===== src/vwsp_pkg.sv =====
package vwsp_pkg;

    localparam int WORD_BITS = 32;
    localparam int MAX_WORDS = 1024;
    localparam int DOMAIN_BITS = WORD_BITS + 1;
    localparam int IDX_BITS = $clog2(MAX_WORDS);
    localparam int OFF_BITS = $clog2(WORD_BITS + 1);

    typedef struct packed {
        logic [WORD_BITS-1:0]   value;
        logic [DOMAIN_BITS-1:0] domain_size;
        logic                   last_variable;
    } in_word_t;

    typedef struct packed {
        logic [WORD_BITS-1:0] packed_word;
        logic [IDX_BITS-1:0]  word_index;
        logic                 last_word;
    } out_word_t;

    // ceil(log2(d)), zero for a domain of zero or one, capped at the word size
    function automatic logic [OFF_BITS-1:0] field_width(input logic [DOMAIN_BITS-1:0] d);
        logic [DOMAIN_BITS-1:0] x;
        logic [OFF_BITS:0]      w;
        x = d - DOMAIN_BITS'(1);
        w = '0;
        for (int i = 0; i < DOMAIN_BITS; i++) begin
            if (x[i]) begin
                w = (OFF_BITS + 1)'(i + 1);
            end
        end
        if (d <= DOMAIN_BITS'(1)) begin
            w = '0;
        end
        if (w > (OFF_BITS + 1)'(WORD_BITS)) begin
            w = (OFF_BITS + 1)'(WORD_BITS);
        end
        return w[OFF_BITS-1:0];
    endfunction

endpackage


===== src/variable_width_state_packer.sv =====
// a completed word goes into the registered result queue and is offered on m_ from there
// throughput: one variable per cycle; a variable may produce up to two words and the
// result queue drains one word per cycle when m_ready is high; s_ready drops above two
// reset (aresetn low, synchronous): empty accumulator, offset and word index zero,
// result queue emptied
module variable_width_state_packer (
    input  logic                aclk,
    input  logic                aresetn,
    input  logic                s_valid,
    output logic                s_ready,
    input  vwsp_pkg::in_word_t  s_data,
    output logic                m_valid,
    input  logic                m_ready,
    output vwsp_pkg::out_word_t m_data
);
    import vwsp_pkg::*;

    localparam int QDEPTH = 4;
    localparam int QPTR = $clog2(QDEPTH);
    localparam int QCNT = $clog2(QDEPTH + 1);

    logic [WORD_BITS-1:0] acc_reg, acc_next;
    logic [OFF_BITS-1:0]  off_reg, off_next;
    logic [IDX_BITS-1:0]  cnt_reg, cnt_next;

    out_word_t            q_reg [QDEPTH];
    logic [QPTR-1:0]      wr_ptr_reg, wr_ptr_next;
    logic [QPTR-1:0]      rd_ptr_reg, rd_ptr_next;
    logic [QCNT-1:0]      fill_reg, fill_next;

    logic [OFF_BITS-1:0]  width;
    logic [OFF_BITS-1:0]  room;
    logic                 flush;
    logic [WORD_BITS-1:0] base_acc;
    logic [OFF_BITS-1:0]  base_off;
    logic [IDX_BITS-1:0]  cnt_inc;
    logic [IDX_BITS-1:0]  idx_cur;
    logic [WORD_BITS-1:0] field_mask;
    logic [OFF_BITS-1:0]  sh;
    logic [WORD_BITS-1:0] fill_acc;
    logic [OFF_BITS-1:0]  fill_off;
    out_word_t            res0, res1;
    logic [1:0]           n_push;
    logic                 accept;
    logic                 pop;

    assign accept = s_valid && s_ready;
    assign pop = m_valid && m_ready;
    assign s_ready = (fill_reg <= QCNT'(QDEPTH - 2));
    assign m_valid = (fill_reg != '0);
    assign m_data = q_reg[rd_ptr_reg];

    always_comb begin
        width = field_width(s_data.domain_size);
        room = OFF_BITS'(WORD_BITS) - off_reg;
        flush = (width > room);
        cnt_inc = (cnt_reg == IDX_BITS'(MAX_WORDS - 1)) ? '0 : cnt_reg + IDX_BITS'(1);
        base_acc = flush ? '0 : acc_reg;
        base_off = flush ? '0 : off_reg;
        idx_cur = flush ? cnt_inc : cnt_reg;
        // low bits mask for the field, empty for a zero-width field
        field_mask = (width == '0) ? '0
                   : ({WORD_BITS{1'b1}} >> (OFF_BITS'(WORD_BITS) - width));
        sh = OFF_BITS'(WORD_BITS) - base_off - width;
        fill_acc = base_acc | ((s_data.value & field_mask) << sh);
        fill_off = base_off + width;

        res1.packed_word = fill_acc;
        res1.word_index = idx_cur;
        res1.last_word = 1'b1;
        if (flush) begin
            res0.packed_word = acc_reg;
            res0.word_index = cnt_reg;
            res0.last_word = 1'b0;
        end else begin
            res0 = res1;
        end
        n_push = accept ? (2'(flush) + 2'(s_data.last_variable)) : 2'd0;
    end

    always_comb begin
        acc_next = acc_reg;
        off_next = off_reg;
        cnt_next = cnt_reg;
        if (accept) begin
            if (s_data.last_variable) begin
                acc_next = '0;
                off_next = '0;
                cnt_next = '0;
            end else begin
                acc_next = fill_acc;
                off_next = fill_off;
                cnt_next = idx_cur;
            end
        end
        wr_ptr_next = wr_ptr_reg + QPTR'(n_push);
        rd_ptr_next = rd_ptr_reg + QPTR'(pop);
        fill_next = fill_reg + QCNT'(n_push) - QCNT'(pop);
    end

    always_ff @(posedge aclk) begin
        if (!aresetn) begin
            acc_reg <= '0;
            off_reg <= '0;
            cnt_reg <= '0;
            wr_ptr_reg <= '0;
            rd_ptr_reg <= '0;
            fill_reg <= '0;
        end else begin
            acc_reg <= acc_next;
            off_reg <= off_next;
            cnt_reg <= cnt_next;
            wr_ptr_reg <= wr_ptr_next;
            rd_ptr_reg <= rd_ptr_next;
            fill_reg <= fill_next;
        end
    end

    // result queue: flushed word first, then the final word
    always_ff @(posedge aclk) begin
        if (n_push != 2'd0) begin
            q_reg[wr_ptr_reg] <= res0;
        end
        if (n_push == 2'd2) begin
            q_reg[wr_ptr_reg + QPTR'(1)] <= res1;
        end
    end

endmodule

===== config.mk =====
export PLATFORM = sky130hd
export DESIGN_NAME = variable_width_state_packer
export DESIGN_NICKNAME = d
export VERILOG_FILES = /design/src/vwsp_pkg.sv /design/src/variable_width_state_packer.sv
export SDC_FILE = /design/constraint.sdc
export NUM_CORES = 1
export LEC_CHECK = 0
export BUFFER_PORTS_ARGS = -buffer_cell sky130_fd_sc_hd__buf_2
export CAP_MARGIN = 40
export CELL_PAD_IN_SITES_DETAIL_PLACEMENT = 1
export CELL_PAD_IN_SITES_GLOBAL_PLACEMENT = 1
export CORE_UTILIZATION = 30
export DETAILED_ROUTE_END_ITERATION = 10
export PLACE_DENSITY_LB_ADDON = 0.12
export RECOVER_POWER = 100
export SLEW_MARGIN = 15
export SYNTH_ARGS = -nofsm -noshare
export SYNTH_HDL_FRONTEND = slang
export SYNTH_SLANG_ARGS = --single-unit
export TNS_END_PERCENT = 50

===== constraint.sdc =====
create_clock -name aclk -period 9.8 [get_ports aclk]
set_input_delay 0.98 -clock aclk [delete_from_list [all_inputs] [get_ports aclk]]
set_output_delay 0.98 -clock aclk [all_outputs]
set_load 0.01 [all_outputs]

Word-level counts from Yosys, hierarchy flattened

Memories as Yosys holds them, arrays and structs flattened. A register that Yosys moved wholly into a read port is not among the register bits.
Index checks and enable logic that the tools add are counted.

Output and inout bits: 45
Memories kept: 1
Bits in writable memories: 172
Bits in read-only memories: 0
Logic and storage cells: 85
Bits in latches: 0
Flip-flop bits (word level): 55

Memory list:

| memory | depth | bits a word | rd ports | clocked after memory_dff | wr ports | RTL line                          | RTL |
|---|---|---|---|---|---|---|---|
| q_reg  | 4     | 43          | 1        | 1                        | 2        | variable_width_state_packer.sv:26 | `out_word_t q_reg [QDEPTH];` |

Bitwise gates (word level): 2
$mul: 0
Muxes and demuxes: 50
Reduce and logical (&&, ||, !) cells: 5
Add/sub/neg operators: 13
Eq/ne operators: 2
Div/mod/pow operators: 0
Order comparisons: 4
Shift-type cells: 2

Operators with widths:

| operator                                                                           | count |
|---|---|
| 7-bit 2-to-1 mux                                                                   | 33 |
| 32-bit 2-to-1 mux                                                                  | 3 |
| 43-bit 2-to-1 mux                                                                  | 1 |
| 33-bit by 1-bit less-or-equal comparator with 1-bit output (second input constant) | 1 |
| 33-bit by 1-bit subtractor with 33-bit output (second input constant)              | 1 |
| 32-bit AND                                                                         | 1 |
| 32-bit OR                                                                          | 1 |
| 32-bit by 6-bit << shifter with 32-bit output                                      | 1 |
| 32-bit by 6-bit right shift with 32-bit output (first input constant)              | 1 |
| 10-bit 2-to-1 mux                                                                  | 3 |
| 6-bit 2-to-1 mux                                                                   | 3 |
| 6-bit subtractor (first input constant)                                            | 3 |
| 10-bit by 1-bit adder with 10-bit output (second input constant)                   | 1 |
| 10-bit equality test (second input constant)                                       | 1 |
| 7-bit by 6-bit > comparator with 1-bit output (second input constant)              | 1 |
| 6-bit adder                                                                        | 1 |
| 6-bit > comparator                                                                 | 1 |
| 6-bit logical NOT                                                                  | 1 |
| 6-bit subtractor                                                                   | 1 |
| 1-bit 2-to-1 mux                                                                   | 5 |
| 2-bit 2-to-1 mux                                                                   | 2 |
| 3-bit by 2-bit adder with 3-bit output                                             | 1 |
| 3-bit by 2-bit less-or-equal comparator with 1-bit output (second input constant)  | 1 |
| 3-bit nonzero test                                                                 | 1 |
| other kinds (8)                                                                    | 9 |

Longest topological paths before layout

Word-level depth: 44
Mapped depth: 42
Mapped depth without buffers: 35

Worst setup path after synthesis

No wires, ideal clock.

Kind: in2reg
Start point: in s_data[1] in the netlist's numbering
End point: mem q_reg[3][35] in the netlist's numbering, data pin
Stages: 40
Setup time: 258 ps
Slack: 1079 ps
Data arrival time: 8463 ps
Required time: 9542 ps
Path through: clkbuf_1 inv_1 ha_1 buf_2 or4b_4 nor3_4 xnor2_1 nor3_1 or3_1 o211a_1 o21ai_1 clkbuf_1 nand2_1 nand2_1 ha_1 nor2_1 o21ai_0 a211oi_2 [4 not listed] nand2_1 inv_1 ha_1 inv_1 ha_1 ha_1 o21ai_0 nand2b_1 a21oi_1 xnor2_1 xnor2_1 inv_1 or4_4 nand3_1 o31ai_1 a221o_1 a211o_1 o221a_1

RTL lines:

| element            | RTL line                          | RTL |
|---|---|---|
| start: declaration | variable_width_state_packer.sv:11 | `input vwsp_pkg::in_word_t s_data,` |
| end: declaration   | variable_width_state_packer.sv:26 |  |

==> results.md <==
- Tightest Hold Check Type: flip-flop to flip-flop
- DIE AREA: 0.0554 sq mm
- Initial antenna violation count: 0
- Least-Margin Pin Slew: 3.54 ns
- GRT Overall Usage: 23.8%
- Max-slew violations: 82
- Final period util: 92.6%
- Setup TNS: 0 ns
- Worst-skew pair later-pin latency: 0.55 ns
- Number of cell rows: 85
- Global-route wire length before repair: 102000 um
- Synth Register Bits: 227
- Critical path's top delay family: simple AND/OR/NAND/NOR gates
- Cell Area, Synth: 0.0163 sq mm
- DR pass1 iterations: 5
- Final #Nets: 1885
- CP max FO: 36
- Crit Path Category: primary input to flip-flop
- DR iter-0 viols: 1076
- Crit-path cells: buf_2, inv_1, ha_1, nor4b_2, nand3_1, or4_1, and4_4, a211o_1, o211a_1, ha_1, nand3_1, a211o_1, o221a_1, nor2_4, clkbuf_1, inv_2, ha_1, o21ai_1, or2_2, nand2_1, buf_12, nor2_1, a21oi_1
- Initial core utilization: 30.3%
- Failing checks: max-capacitance violations, max-slew violations
- P_sw: 1710 uW
- Tmin final: 9.07 ns
- Yosys warning count: 0
- Number of global-route vias before repair: 15600
- Post-synth ARST share: 0%
- Cell variety after synth: 115
- CP startpoint: s_data[2]
- CTS Buffer Depth: 3
- Place WS: 0.360 ns
- Clock power share: 26.3%
- Total of max-cap violations: 2
- Status: finished, violations left
- Fmax: 110 MHz
- Area Overhead vs Synth: 13.6%
- CTS tree: done
- Share of cells above drive strength 1: 15.8%
- EDFF count, synth: 168
- Via/cell ratio: 6.11
- Io pins: 115
- Rel. slew slack: -136%
- Worst hold margin: 0.484 ns
- Worst Setup Start Kind: primary input
- Via count: 15300
- Worst EP arrival: 9.48 ns
- Post-Syn Instances: 1705
- ANT nets after route: 0
- Final WL: 67000 um
- Gr ovfl total: 0
- Pint: 2400 uW
- # diodes: 0
- Root buffer cell: clkbuf_16
- Syn nets: 1807
- Critical Path RT: 10.21 ns
- DRC: 0
- Cell leakage power: 0.00612 uW
- Chip height: 235 um
- P per Cell Area: 222 mW/mm^2
- Tot Pwr: 4110 uW
- RSZ-0062 raised after global routing: false
- Setup crit end kind: flip-flop
- Placer Congestion: 0.921
- Core footprint: 0.0538 sq mm
- Most used DFF post-synth: edfxtp_1
- CTS H-tree lvls: 1
- Bufs and invs on worst path: 5
- Hold Fails Final Rpt: 0
- Port Buf Inserts: 114
- Sw Ratio: 41.6%
- Worst reg2reg path startpoint: off_reg[0]
- CTS Buf Count: 28
- Critical Path Slowest Stage Cell: clkbuf_1
- Clock Pin Slew Worst Setup and Hold Paths: 0.06 ns
- Max reg flops: 172
- CP peak stage delay: 1.51 ns
- Hold buffer count at CTS: 0
- Die width: 235 um
- Worst vdd ir: 0.141 mV
- Combinational fraction of design power: 43.1%
- Share of power burned in registers: 30.5%
- Hpwl dp: 48600 um
- CTS resizes: 0
- Placement Cell Area: 0.0177 sq mm
- Hold path start: acc_reg[18]
- WL/cell: 26.8 um
- Critical path's most frequent cell: ha_1
- Final Cell Area: 0.0186 sq mm
- Fin Clk Skew: 0.0152 ns
- Pin count of the biggest net entering global routing: 45
- Setup bufs post-CTS: 0
- Sequential area share after synthesis: 38.1%
- Clock sink count: 227
- Avg Inst Size Synth: 9.58 sq um
- Count of final setup violators: 0
- Post-route setup slack: 0.726 ns
## cells in the final DEF (no fill, tap or decap), drive strengths merged, types with 18 or more instances in the layout
| cell type | netlist | routed |
|---|---|---|
| a211oi | 32 | 32 |
| a21oi | 82 | 82 |
| a221oi | 18 | 18 |
| a22o | 54 | 54 |
| a22oi | 22 | 22 |
| a31oi | 24 | 24 |
| and2 | 36 | 36 |
| buf | 33 | 114 |
| clkbuf | 93 | 101 |
| dfxtp | 59 | 59 |
| edfxtp | 168 | 168 |
| ha | 30 | 30 |
| inv | 50 | 51 |
| mux4 | 47 | 47 |
| nand2 | 151 | 151 |
| nand3 | 44 | 44 |
| nand4 | 21 | 21 |
| nor2 | 93 | 93 |
| nor2b | 35 | 35 |
| nor3 | 49 | 49 |
| nor4 | 22 | 22 |
| o21ai | 157 | 157 |
| o22ai | 51 | 51 |
| o31ai | 34 | 34 |
| xnor2 | 20 | 20 |
## worst min-delay path, stage by stage (launching register included)
cell and delay (ns):
dfxtp_1 0.32, nand2_1 0.05, o21ai_0 0.06
## Yosys cell counts (17+ instances only)
cell / count / share of area, %
nor2_1: 93 / 2.1
nand4_1: 21 / 0.80
nand2_1: 150 / 3.4
clkbuf_1: 93 / 2.1
a31oi_1: 21 / 0.80
mux4_2: 47 / 6.5
o21ai_1: 26 / 0.80
and2_1: 34 / 1.3
a22o_1: 54 / 2.9
o21ai_0: 130 / 4.0
a22oi_1: 22 / 1.0
nand3_1: 41 / 1.3
dfxtp_1: 59 / 7.2
ha_1: 30 / 2.3
nor3_1: 44 / 1.3
edfxtp_1: 168 / 31
o22ai_1: 51 / 2.0
and3_1: 17 / 0.65
a21oi_1: 78 / 2.4
nor2b_1: 34 / 1.3
inv_1: 46 / 1.1
xnor2_1: 20 / 1.1
a211oi_1: 26 / 1.2
o31ai_1: 31 / 1.4
## power by group through the flow
| stage | combinational (uW) | sequential, uW | clock [uW] |
|---|---|---|---|
| floorplan | 1120 | 1240 | 0 |
| global placement | 1800 | 1270 | 0 |
| detailed placement | 1810 | 1280 | 0 |
| CTS | 1820 | 1260 | 1110 |
| global route | 1890 | 1270 | 1140 |
| finish | 1770 | 1260 | 1080 |
## final cells by class
class / instances / area, sq um
Timing Repair Buffer: 174 / 925
Tap cell: 696 / 871
Clock inverter: 11 / 138
Fill cell: 6183 / 35300
Multi-Input combinational cell: 1300 / 9360
Sequential cell: 227 / 6230
Inverter: 52 / 199
Clock buffer: 41 / 831
## final timing paths
kind | to | slack (ns) | cells past startpoint
worst max-delay path | q_reg[1][0] | 0.73 | 23
worst min-delay path | acc_reg[18] | 0.48 | 2
worst max register to register | q_reg[1][0] | 3.07 | 17
worst min register to register | acc_reg[18] | 0.48 | 2
## through the flow
| stage | utilization (%) | std cells |
|---|---|---|
| floorplan | - | 1705 |
| global placement | 32.9 | 2446 |
| detailed placement | 33.0 | 2449 |
| CTS | 34.8 | 2501 |
| global route | 34.5 | 2501 |
| finish | 34.5 | 2501 |
## logic make-up (layout without fill, tap and decap cells)
logic type | after synthesis | after routing | synth area share, %
buf+inv | 178 | 278 | 4.53
flops | 227 | 227 | 38.1
compound gates | 637 | 637 | 28.2
fa+ha+maj | 32 | 32 | 2.54
mux | 55 | 55 | 7.00
xor+xnor | 35 | 35 | 1.88
simple gates | 541 | 541 | 17.7
## routing by layer
metal | GRT usage, % | part of all wire [%] | vias to the layer above | wire [um]
met5 | 0 | 0 | - | 0
met4 | 7.55 | 3.2 | 0 | 2140
met3 | 2.02 | 3.9 | 113 | 2630
met2 | 40.8 | 48 | 431 | 32400
met1 | 31.6 | 45 | 7819 | 29900
li1 | - | - | 6925 | -
(Power assumes the default switching activity.)
